===== src/sv/knc_div.sv =====
// ----------------------------------------------------------------------------
// knc_div
// Restoring divider, one quotient bit per cycle: 38-bit sum by 23-bit count.
// Quotient saturates to 16 bits; zero count gives zero.
// ----------------------------------------------------------------------------
`default_nettype none
module knc_div (
  input  wire          clk_i,
  input  wire          rst_ni,
  input  wire          start_i,
  input  wire [37:0]   num_i,
  input  wire [22:0]   den_i,
  output logic         done_o,
  output logic [15:0]  quo_o
);
  logic [37:0] q_q;
  logic [23:0] r_q;
  logic [22:0] den_q;
  logic [5:0]  step_q;
  logic        busy_q;
  logic [23:0] trial;

  assign trial = {r_q[22:0], q_q[37]};

  always_ff @(posedge clk_i or negedge rst_ni) begin
    if (!rst_ni) begin
      busy_q <= 1'b0;
      done_o <= 1'b0;
      step_q <= '0;
    end else begin
      done_o <= 1'b0;
      if (start_i) begin
        busy_q <= 1'b1;
        step_q <= 6'd38;
      end else if (busy_q) begin
        step_q <= step_q - 6'd1;
        if (step_q == 6'd1) begin
          busy_q <= 1'b0;
          done_o <= 1'b1;
        end
      end
    end
  end

  always_ff @(posedge clk_i) begin
    if (start_i) begin
      q_q   <= num_i;
      r_q   <= '0;
      den_q <= den_i;
    end else if (busy_q) begin
      if (trial >= {1'b0, den_q}) begin
        r_q <= trial - {1'b0, den_q};
        q_q <= {q_q[36:0], 1'b1};
      end else begin
        r_q <= trial;
        q_q <= {q_q[36:0], 1'b0};
      end
    end
  end

  always_comb begin
    if (den_q == '0) quo_o = '0;
    else if (q_q[37:16] != '0) quo_o = 16'hFFFF;
    else quo_o = q_q[15:0];
  end
endmodule
`default_nettype wire


===== config.mk =====
export PLATFORM = sky130hd
export DESIGN_NAME = knc_div
export DESIGN_NICKNAME = d
export VERILOG_FILES = /design/src/sv/knc_div.sv
export SDC_FILE = /design/constraint.sdc
export NUM_CORES = 1
export LEC_CHECK = 0
export BUFFER_PORTS_ARGS = -buffer_cell sky130_fd_sc_hd__buf_2
export CAP_MARGIN = 0
export CELL_PAD_IN_SITES_DETAIL_PLACEMENT = 1
export CELL_PAD_IN_SITES_GLOBAL_PLACEMENT = 2
export CORE_MARGIN = 5
export CORE_UTILIZATION = 38
export CTS_BUF_LIST = sky130_fd_sc_hd__clkbuf_8
export CTS_CLUSTER_DIAMETER = 200
export DETAILED_ROUTE_END_ITERATION = 16
export MAX_ROUTING_LAYER = met4
export PLACE_DENSITY_LB_ADDON = 0.1
export SLEW_MARGIN = 10
export SYNTH_ARGS = -nofsm -noshare
export SYNTH_HDL_FRONTEND = slang
export SYNTH_SLANG_ARGS = --single-unit

===== constraint.sdc =====
create_clock -name clk_i -period 2.9 [get_ports clk_i]
set_input_delay 0.29 -clock clk_i [delete_from_list [all_inputs] [get_ports clk_i]]
set_output_delay 0.29 -clock clk_i [all_outputs]
set_load 0.02 [all_outputs]

==> results.toml <==
[yosys]
synth.area.top_cells = "edfxtp_1 (35%), dfxtp_1 (8.9%), mux2_2 (8.0%), ha_1 (6.0%), dfrtp_1 (3.8%)"
synth_edf_count = 61
synth_fp_nets = 569
yosysWarnings = 0
ys_seq_area_share_pct = 47.92
syn_inst = 479
yosys.area.top_type = "edfxtp_1"
synth_most_common_cell = "edfxtp_1"
synth_top_area_share_pct = 35.22
synth_seq_cells = 92
avgSynthCellArea_um2 = 10.86
synth-main-ff-cell = "edfxtp_1"
synthTopCellsByCount = "edfxtp_1 (61), nor2_1 (44), mux2_2 (37)"
synth_area_um2 = 5201
async_flop_share_pct = 8.696
synth_cell_types = 53

[drt]
drtAntennaViolNets = 0
drtIter0Drc = 109
first_pass_iters = 6
vias_per_cell = 5.086
finalWirelength_um = 13320
drc = 0
vias = 3845
wl_per_cell_um = 17.62

[timing]
skew_ps = 17.28
fmax_ghz = 0.3600
worst_pin_slew_ps = 645.6
rsz0062_at_grt = "yes"
hold_viol = 0
max_slew_margin_pct = 56.80
fin_crit_ps = 2778
whs_ps = 74.25
slew_viol_final = 0
setup_violations = 0
finalCritPeriodShare_pct = 95.79

[critical_path]
cpLargestDelayFamily = "compound AO/OA/AOI/OAI gates"
startpoint_type = "flop"
worstPathCellList = "inv_1, ha_2, fa_2, nor2b_4, o31a_1, a211oi_4, a2111oi_4, nor3_4, buf_12, o31a_1, a211oi_2"
path_buf_inv = 2
r2r_start = "q_q[37]$_DFFE_PP_"
cp.arrival_ps = 3080
reg2reg_slack_ps = 120
crit_type = "flop to flop"
timing.rr.end = "r_q[13]$_SDFFE_PP0P_"
critPathMaxStageDelay_ps = 420
required_ps = 3210
crit_path_max_fanout = 13
cpMostUsedCell = "o31a_1"
slowest_stage = "a2111oi_4"
endpoint_kind = "flop"
reg2reg_depth = 11

[place]
hpwl_um = 9873
place.gp.congestion = 0.8256
io_buffers = 80

[min_path]
hold_start = "den_i[10]"
worstHoldPathType = "input port to flop"
min_to = "den_q[10]$_DFFE_PP_"
hold_depth = 1

[floorplanning]
die_w_um = 127.0
fp.dieH_um = 127.0
ios = 81
core_area_um2 = 13350
die-area_um2 = 16130
initial_core_util_pct = 38.97
fp-row-count = 42

[pwr]
ir_drop_mv = 0.5371
switching_share_pct = 35.00
power_frac_clock_pct = 23.3
p_int_w = 0.003103
power.density_nw_per_um2 = 771.3
p_sw_w = 0.001671
p_comb_share_pct = 38.7
seqPwrFrac_pct = 38.0
leakagePower_nw = 2.543
total_power_w = 0.004774

[clocking]
cts_max_level = 3
numCtsBuffers = 9
clkSinkCount = 92
clk_pin_slew_ps = 100
insertion_delay_ps = 390
cts_tree = "done"
root_buffer = "clkbuf_8"
ctsLongestPathBuffers = 2

[grt]
grt_pass1_vias = 4170
grt_pass1_wl_um = 21380
antenna_found_initial = 3
grt-ovfl-total = 0
grt_max_degree = 41
grt_usage_pct = 17.15

[status]
status = "completed"

[final_layout]
drive_gt1_share_pct = 29.51
finalNetCount = 661
area_growth_pct = 19.00

[run]
cap_viol_max_count = 0
[flip-flops by register name, summed over array words and instances, names as in the netlist]
signal / cells
q_q: 38
den_q: 23
r_q: 23
step_q: 6
busy_q: 1
done_o: 1
[final cells by class]
cell class                      instances  area (um2)
Antenna cell                            4       10.01
Clock buffer                            9       123.9
Clock inverter                          7       128.9
Fill cell                            1526        7158
Inverter                               32       120.1
Multi-Input combinational cell        334        2500
Sequential cell                        92        2492
Tap cell                              176       220.2
Timing Repair Buffer                  102       594.3
[repair_timing]
action,4_1_cts,5_1_grt
gates cloned,0,2
gates resized for setup,1,11
pin swaps,0,9
endpoints found under the hold margin,8,0
endpoints found under the setup margin,2,38
buffers inserted,0,8
hold buffers,1,0
[worst max path at each step]
stage / cells past startpoint / start / endpoint
after global placement: 11 / q_q[37]$_DFFE_PP_ / r_q[22]$_SDFFE_PP0P_
after CTS: 4 / q_q[28]$_DFFE_PP_ / quo_o[2]
final: 11 / q_q[37]$_DFFE_PP_ / r_q[13]$_SDFFE_PP0P_
after floorplan: 11 / q_q[37]$_DFFE_PP_ / r_q[13]$_SDFFE_PP0P_
after global routing: 11 / q_q[37]$_DFFE_PP_ / r_q[13]$_SDFFE_PP0P_
after detailed placement: 11 / q_q[37]$_DFFE_PP_ / r_q[22]$_SDFFE_PP0P_
[kinds of logic (layout without fill, tap and decap cells)]
kind of cell	after synthesis	count (layout)	synth area share, %
adders and majority gates	26	26	6.399
DFF	92	92	47.92
xor gates and xnor gates	22	22	3.705
other	0	4	0
and+or+nand+nor	119	119	11.88
AOI/OAI and AO/OA	123	123	16.41
muxes	44	44	9.358
buffers and inverters	53	150	4.330
[power groups by stage]
stage	clock network, W	registers (W)	logic [W]
floorplan	0	0.00177	0.00133
global placement	0	0.00184	0.00169
detailed placement	0	0.00184	0.00171
CTS	0.00116	0.00182	0.00172
global route	0.00120	0.00184	0.00205
finish	0.00111	0.00181	0.00185
[metrics by stage]
| stage | util (%) | TNS (ps) | std cells | setup slack [ps] | cell area (um2) |
|---|---|---|---|---|---|
| 6_report | 46.37 | 0 | 756 | 122.2 | 6190 |
| 5_1_grt | 46.35 | -603.6 | 755 | -64.82 | 6187 |
| 4_1_cts | 45.53 | 0 | 742 | 31.11 | 6077 |
| 3_5_place_dp | 43.56 | 0 | 725 | 17.85 | 5814 |
| 3_3_place_gp | 43.56 | 0 | 725 | 136.7 | 5814 |
| 2_1_floorplan | - | 0 | 479 | 311.6 | 5201 |
[cells in the final DEF, fill, tap and decap left out, drive strengths merged, types with 6 or more instances in the layout]
cell type | Yosys | final
dfrtp | 8 | 8
mux2i | 7 | 7
edfxtp | 61 | 61
a21o | 9 | 9
dfxtp | 23 | 23
ha | 25 | 25
nand2b | 10 | 10
inv | 32 | 35
mux2 | 37 | 37
nor3 | 7 | 7
nand2 | 18 | 18
nor2b | 6 | 6
o21a | 19 | 19
a21oi | 31 | 31
xor2 | 7 | 7
a211oi | 21 | 21
nor4 | 9 | 9
buf | 9 | 101
o21ai | 23 | 23
nor2 | 44 | 44
xnor2 | 15 | 15
clkbuf | 12 | 9
[routing by layer]
| layer | up-vias | GRT usage, % | wire (um) | part of all wire [%] |
|---|---|---|---|---|
| met3 | 13 | 5.175 | 672 | 5.0 |
| met2 | 70 | 26.43 | 6061 | 46 |
| met5 | - | - | 0 | 0 |
| met1 | 1817 | 21.99 | 6388 | 48 |
| li1 | 1945 | - | - | - |
| met4 | 0 | 4.984 | 195 | 1.5 |
Note: power is estimated with default switching activity, not from simulation.
