`config.mk`:
```
export PLATFORM = sky130hd
export DESIGN_NAME = knc_cell
export DESIGN_NICKNAME = d
export VERILOG_FILES = /design/src/sv/knc_pkg.sv /design/src/sv/knc_cell.sv
export SDC_FILE = /design/constraint.sdc
export NUM_CORES = 2
export LEC_CHECK = 0
export ABC_AREA = 1
export ABC_CLOCK_PERIOD_IN_PS = 21100
export BUFFER_PORTS_ARGS = -buffer_cell sky130_fd_sc_hd__buf_2
export CAP_MARGIN = 20
export CORE_MARGIN = 1
export CORE_UTILIZATION = 62
export DETAILED_ROUTE_END_ITERATION = 8
export PLACE_DENSITY = 0.87
export SETUP_SLACK_MARGIN = 0.2
export SYNTH_ARGS = -nofsm -noshare
export SYNTH_HDL_FRONTEND = slang
export SYNTH_SLANG_ARGS = --single-unit
export TNS_END_PERCENT = 20
```
`constraint.sdc`:
```
create_clock -name clk_i -period 21.1 [get_ports clk_i]
set_clock_uncertainty 0.05 [all_clocks]
set_input_delay 2.11 -clock clk_i [delete_from_list [all_inputs] [get_ports clk_i]]
set_output_delay 2.11 -clock clk_i [all_outputs]
set_load 0.02 [all_outputs]
```
`src/sv/knc_pkg.sv`:
```
// ----------------------------------------------------------------------------
// knc_pkg
// Types and constants shared by the nearest-centroid pass block.
// ----------------------------------------------------------------------------
`default_nettype none
package knc_pkg;
  localparam int unsigned CompW  = 16;
  localparam int unsigned CntW   = 23;
  localparam int unsigned SumW   = 38;
  localparam int unsigned DistW  = 34;
  localparam int unsigned LabelW = 4;
  localparam int unsigned NDimMax = 4;

  // saturation point of the member and moved counters
  localparam logic [CntW-1:0] MaxPoints = 23'd4194304;

  localparam logic [1:0] ModeLoad  = 2'd0;
  localparam logic [1:0] ModePoint = 2'd1;
  localparam logic [1:0] ModeEnd   = 2'd2;
  localparam logic [1:0] ModeSpare = 2'd3;

  localparam logic [1:0] RegClusters  = 2'd0;
  localparam logic [1:0] RegDims      = 2'd1;
  localparam logic [1:0] RegThreshold = 2'd2;

  typedef struct packed {
    logic [1:0]              mode;
    logic [3:0]              cluster_in;
    logic [3:0]              prev_label;
    logic [3:0][CompW-1:0]   comp;
  } in_item_t;

  typedef struct packed {
    logic                    result_kind;
    logic [3:0]              cluster;
    logic                    moved;
    logic [3:0][CompW-1:0]   cen;
    logic [CntW-1:0]         member_count;
    logic [CntW-1:0]         change_count;
    logic                    converged;
    logic                    last;
  } out_item_t;

  // squared distance of one component pair
  function automatic logic [DistW-1:0] sq_diff(input logic [CompW-1:0] a,
                                               input logic [CompW-1:0] b);
    logic [CompW-1:0] d;
    d = (a > b) ? (a - b) : (b - a);
    return DistW'(d) * DistW'(d);
  endfunction
endpackage
`default_nettype wire

```
`src/sv/knc_cell.sv`:
```
// ----------------------------------------------------------------------------
// knc_cell
// One cluster cell: holds a centroid, its sums and member count. A point
// ripples along the chain one cell per cycle with the best distance so far.
// ----------------------------------------------------------------------------
`default_nettype none
module knc_cell #(
  parameter int unsigned Idx = 0
) (
  input  wire                      clk_i,
  input  wire                      rst_ni,
  // point wave in from the left neighbor
  input  wire                      pv_i,
  input  wire [3:0][15:0]          pcomp_i,
  input  wire [2:0]                dims_i,
  input  wire                      act_i,
  input  wire                      first_i,
  input  wire [33:0]               best_i,
  input  wire [3:0]                lbl_i,
  output logic                     pv_o,
  output logic [3:0][15:0]         pcomp_o,
  output logic [33:0]              best_o,
  output logic [3:0]               lbl_o,
  // commit of a winning label
  input  wire                      add_i,
  input  wire [3:0]                add_lbl_i,
  input  wire [3:0][15:0]          add_comp_i,
  // centroid load
  input  wire                      load_i,
  input  wire [3:0]                load_idx_i,
  // end of pass: update and clear
  input  wire                      upd_i,
  input  wire [3:0][15:0]          upd_val_i,
  input  wire [3:0]                upd_idx_i,
  input  wire                      clr_i,
  output logic [3:0][15:0]         cen_o,
  output logic [3:0][37:0]         sum_o,
  output logic [22:0]              cnt_o
);
  import knc_pkg::*;

  localparam logic [3:0] MyIdx = 4'(Idx);
  localparam logic [37:0] SumMax = '1;

  logic [3:0][15:0] cen_q;
  logic [3:0][37:0] sum_q;
  logic [22:0]      cnt_q;
  logic [33:0]      dsq;

  // squared distance of incoming point to this centroid
  always_comb begin
    dsq = '0;
    for (int i = 0; i < 4; i++) begin
      if (3'(i) < dims_i) dsq = dsq + sq_diff(pcomp_i[i], cen_q[i]);
    end
  end

  always_ff @(posedge clk_i or negedge rst_ni) begin
    if (!rst_ni) begin
      pv_o <= 1'b0;
    end else begin
      pv_o <= pv_i;
    end
  end

  // an inactive cell passes the best so far through unchanged
  always_ff @(posedge clk_i) begin
    pcomp_o <= pcomp_i;
    if (act_i && (first_i || dsq < best_i)) begin
      best_o <= dsq;
      lbl_o  <= MyIdx;
    end else begin
      best_o <= best_i;
      lbl_o  <= lbl_i;
    end
  end

  // stored state of this cluster
  always_ff @(posedge clk_i or negedge rst_ni) begin
    if (!rst_ni) begin
      cen_q <= '0;
      sum_q <= '0;
      cnt_q <= '0;
    end else begin
      if (load_i && load_idx_i == MyIdx) cen_q <= add_comp_i;
      if (upd_i && upd_idx_i == MyIdx) cen_q <= upd_val_i;
      if (clr_i) begin
        sum_q <= '0;
        cnt_q <= '0;
      end else if (add_i && add_lbl_i == MyIdx) begin
        for (int i = 0; i < 4; i++) begin
          if (3'(i) < dims_i) begin
            sum_q[i] <= (39'(sum_q[i]) + 39'(add_comp_i[i]) > 39'(SumMax)) ?
                        SumMax : sum_q[i] + 38'(add_comp_i[i]);
          end
        end
        if (cnt_q < MaxPoints) cnt_q <= cnt_q + 23'd1;
      end
    end
  end

  assign cen_o = cen_q;
  assign sum_o = sum_q;
  assign cnt_o = cnt_q;
endmodule
`default_nettype wire

```
==> summary.log <==
[run_status] result of the run complete, no violations
[global_route] initial antenna violation count 18
[worst_setup_path] Crit path arrival time 20.81 ns
[die] die width 308 um
[worst_setup_path] worst-path maximum fanout 9
[placed_design] half-perimeter wire length of the detailed placement result 162 mm
[finish] area taken by multi-input logic gates 44000 um2
[synth] Net Count, Synth 9268
[worst_setup_path] kind of end point of the critical path flip-flop
[worst_setup_path] reg2reg start cen_o[0]
[drt] vias per inst 5.72
[die] area inside the core boundary 92200 um2
[timing] shortest clock period the worst path allows after layout 20.29 ns
[finish] number of nets at the end of the flow 10200
[min_path] min-delay worst type reg -> reg
[drt] length of the first detailed-routing pass in iterations 7
[clock_network] buffer cell driving the clock tree root sky130_fd_sc_hd__clkbuf_16
[global_route] vias in the first global route 56800
[timing] total of endpoints with negative setup slack in the final report 0
[synth] mapped cell area 58100 um2
[worst_setup_path] number of cells on the worst reg-to-reg path 86
[finish] register area 8050 um2
[drt] via count 56400
[timing] highest clock rate 49.3 MHz
[clock_network] CTS tree done
[timing] Final Max Tran Viols 0
[timing] period utilisation layout 0.961
[worst_setup_path] FF-to-FF End best_o[9]
[timing] final hold slack 0.463 ns
[placed_design] placed cell areas 65300 um2
[finish] leading cell type in the layout, fill and taps excluded sky130_fd_sc_hd__inv_1
[synth] average footprint of a synthesized cell 7.62 um2
[min_path] hold_sp sum_o[5]
[global_route] total global routing overflow 0
[finish] Layout fillers 7044
[finish] post-route cell area 68400 um2
[timing] worst max-slew margin expressed relative to the limit 0.239
[die] cell row count 111
[clock_network] sink count of the clock tree 342
[global_route] first-pass GRT wire length 304 mm
[timing] final hold violation count 0
[placed_design] total of buffers placed on input and output ports 595
[synth] Distinct cells, synth 65
[drt] Wirelength per Cell 20.1 um
[synth] Post-Synthesis Cells 7628
[worst_setup_path] longest individual stage delay on the worst path 0.54 ns
[synth] count of flip-flops with a built-in enable after synthesis 0
[placed_design] last weighted congestion value of the routability-driven placer 1.04
[job] number of max-cap violations 0
[finish] area delta synth->final 17.7%
[timing] slew at the pin with the worst max-slew slack 1.14 ns
[worst_setup_path] critical path class in -> reg
[worst_setup_path] type of origin of the critical path primary input
[synth] Synthesis Warnings 0
[drt] number of nets with antenna violations after routing 0
[clock_network] quantity of hold-fixing buffers added after cts 0
[die] Die Outline Area 95000 um2
[synth] fraction of registers with async set or reset after synthesis 0.702
[clock_network] Max clock buf depth 3
[finish] share of layout cells above drive strength 1 0.173
[min_path] Worst Hold Path Cells 2
[die] initial core utilization 0.630
[worst_setup_path] Required @ worst endpoint 21.62 ns
[drt] count of routing violations after the opening detailed-route iteration 5291
[synth] most instantiated flip-flop cell in the synthesis netlist sky130_fd_sc_hd__dfrtp_1
[drt] WL final 198 mm
[min_path] hold worst-path end sum_o[5]
[global_route] largest net degree at the start of global routing 151
[die] number of placed I/O pins 596
[worst_setup_path] setup slack, reg-to-reg 2.05 ns
[synth] sequential-to-total area share from yosys stat 0.138
[clock_network] register clock-pin slew on the reported worst setup and hold paths 0.06 ns
[drt] detailed-route DRC error count 0
[clock_network] H-tree level count 2
[worst_setup_path] cell with the largest stage delay on the worst path sky130_fd_sc_hd__fa_1
[global_route] all-layer global routing usage 0.410
[clock_network] number of buffers inserted during clock tree synthesis 43
[synth] number of register bits inferred by synthesis 342
[finish] commonest cells after routing, fill and taps aside sky130_fd_sc_hd__inv_1 (1673), sky130_fd_sc_hd__nand2_1 (1210), sky130_fd_sc_hd__fa_1 (754), sky130_fd_sc_hd__nor2_1 (703), sky130_fd_sc_hd__buf_2 (594)
[clock_network] insertion delay to the later sink of the worst-skew pair 0.66 ns
[die] y dimension of the die 308 um
[worst_setup_path] cell repeated most along the worst path sky130_fd_sc_hd__fa_1
[Yosys cell counts (all sizes together) (2+ instances only)]
master	n	area (um2)
nor3	109	556
a22o	14	123
a21oi	407	2070
buf	86	495
o21bai	82	616
a21o	33	248
xor2	208	1890
o211ai	10	75.1
and2	16	100
dfxtp	102	2040
fa	758	15200
clkinv	2	7.51
nand4	45	282
o41ai	2	17.5
nor3b	2	15.0
or2	35	219
mux2i	7	70.1
ha	628	7860
a31oi	29	188
xnor2	62	543
o221ai	12	111
o221a	2	22.5
o2111ai	6	52.6
a21boi	14	105
nand3	255	1300
nand3b	5	37.5
a221oi	9	78.8
nor4	21	131
dfrtp	240	6010
a211oi	12	90.1
o22ai	11	68.8
o31ai	10	75.1
nor2	735	2800
inv	1706	6400
o21ai	589	3020
nand2	1245	4710
o21a	16	120
clkbuf	95	358
[final cells by class]
class,count,area share
Antenna cell,10,0.000366
Clock buffer,56,0.0181
Clock inverter,24,0.00448
Inverter,1708,0.0939
Multi-Input combinational cell,5399,0.644
Sequential cell,342,0.118
Tap cell,1243,0.0227
Timing Repair Buffer,1080,0.0990
[stage by stage]
stage / worst slack (ns) / TNS, ns / cells / util
after detailed placement: -0.614 / -21.21 / 9733 / 0.708
final: 0.814 / 0 / 9862 / 0.742
after global placement: -0.210 / -6.95 / 9733 / 0.708
after CTS: 0.265 / 0 / 9815 / 0.725
after floorplan: 0.932 / 0 / 7628 / -
after global routing: -0.128 / -3.44 / 9859 / 0.742
[logic make-up (layout without fill, tap and decap cells)]
kind of cell             Yosys count  count (layout)  share of synthesized area
AND/OR/NAND/NOR                 2471            2472                      0.175
buffers and inverters           1889            2868                      0.125
adder cells (fa/ha/maj)         1386            1386                      0.396
AO/OA/AOI/OAI                   1263            1264                      0.123
flip-flops                       342             342                      0.138
XOR/XNOR                         270             270                     0.0418
multiplexers                       7               7                    0.00121
other                              0              10                          0
[flip-flops by register name, summed over array words and instances (netlist names)]
name	flops
sum_o	152
cen_o	64
pcomp_o	64
best_o	34
cnt_o	23
lbl_o	4
pv_o	1
[metal layers]
layer  wire length [um]  vias up  GRT usage
met5                 66        -          0
met4              10800       10      0.200
met3              22500      684      0.106
met2              89600     3046      0.649
met1              75100    27100      0.521
li1                   -    25600          -
[worst max path at each step]
stage	startpoint	slack [ns]	to	cells after the start
final	pcomp_i[7]	0.81	best_o[9]	87
after global routing	pcomp_i[7]	-0.13	best_o[7]	94
after CTS	pcomp_i[0]	0.26	best_o[24]	98
after detailed placement	pcomp_i[0]	-0.61	best_o[7]	88
after global placement	pcomp_i[0]	-0.21	best_o[13]	89
after floorplan	pcomp_i[0]	0.93	best_o[31]	88
[critical path, delay by kind of cell]
family                     cells  cell delay (ns)
xor gates and xnor gates       2             0.32
adders and majority gates     24            10.55
AOI/OAI and AO/OA             20             3.04
buffers and inverters         20             2.11
and+or+nand+nor               21             2.59
[repair_timing]
| action | 4_1_cts | 5_1_grt |
|---|---|---|
| setup endpoints to repair | 38 | 38 |
| pin swaps | 1 | 88 |
| buffers inserted | 2 | 29 |
| gates resized for setup | 8 | 275 |
| gates cloned | 0 | 8 |
Power is not shown: default switching activity piles up to over one toggle a cycle in this logic, so the estimate is an artifact.
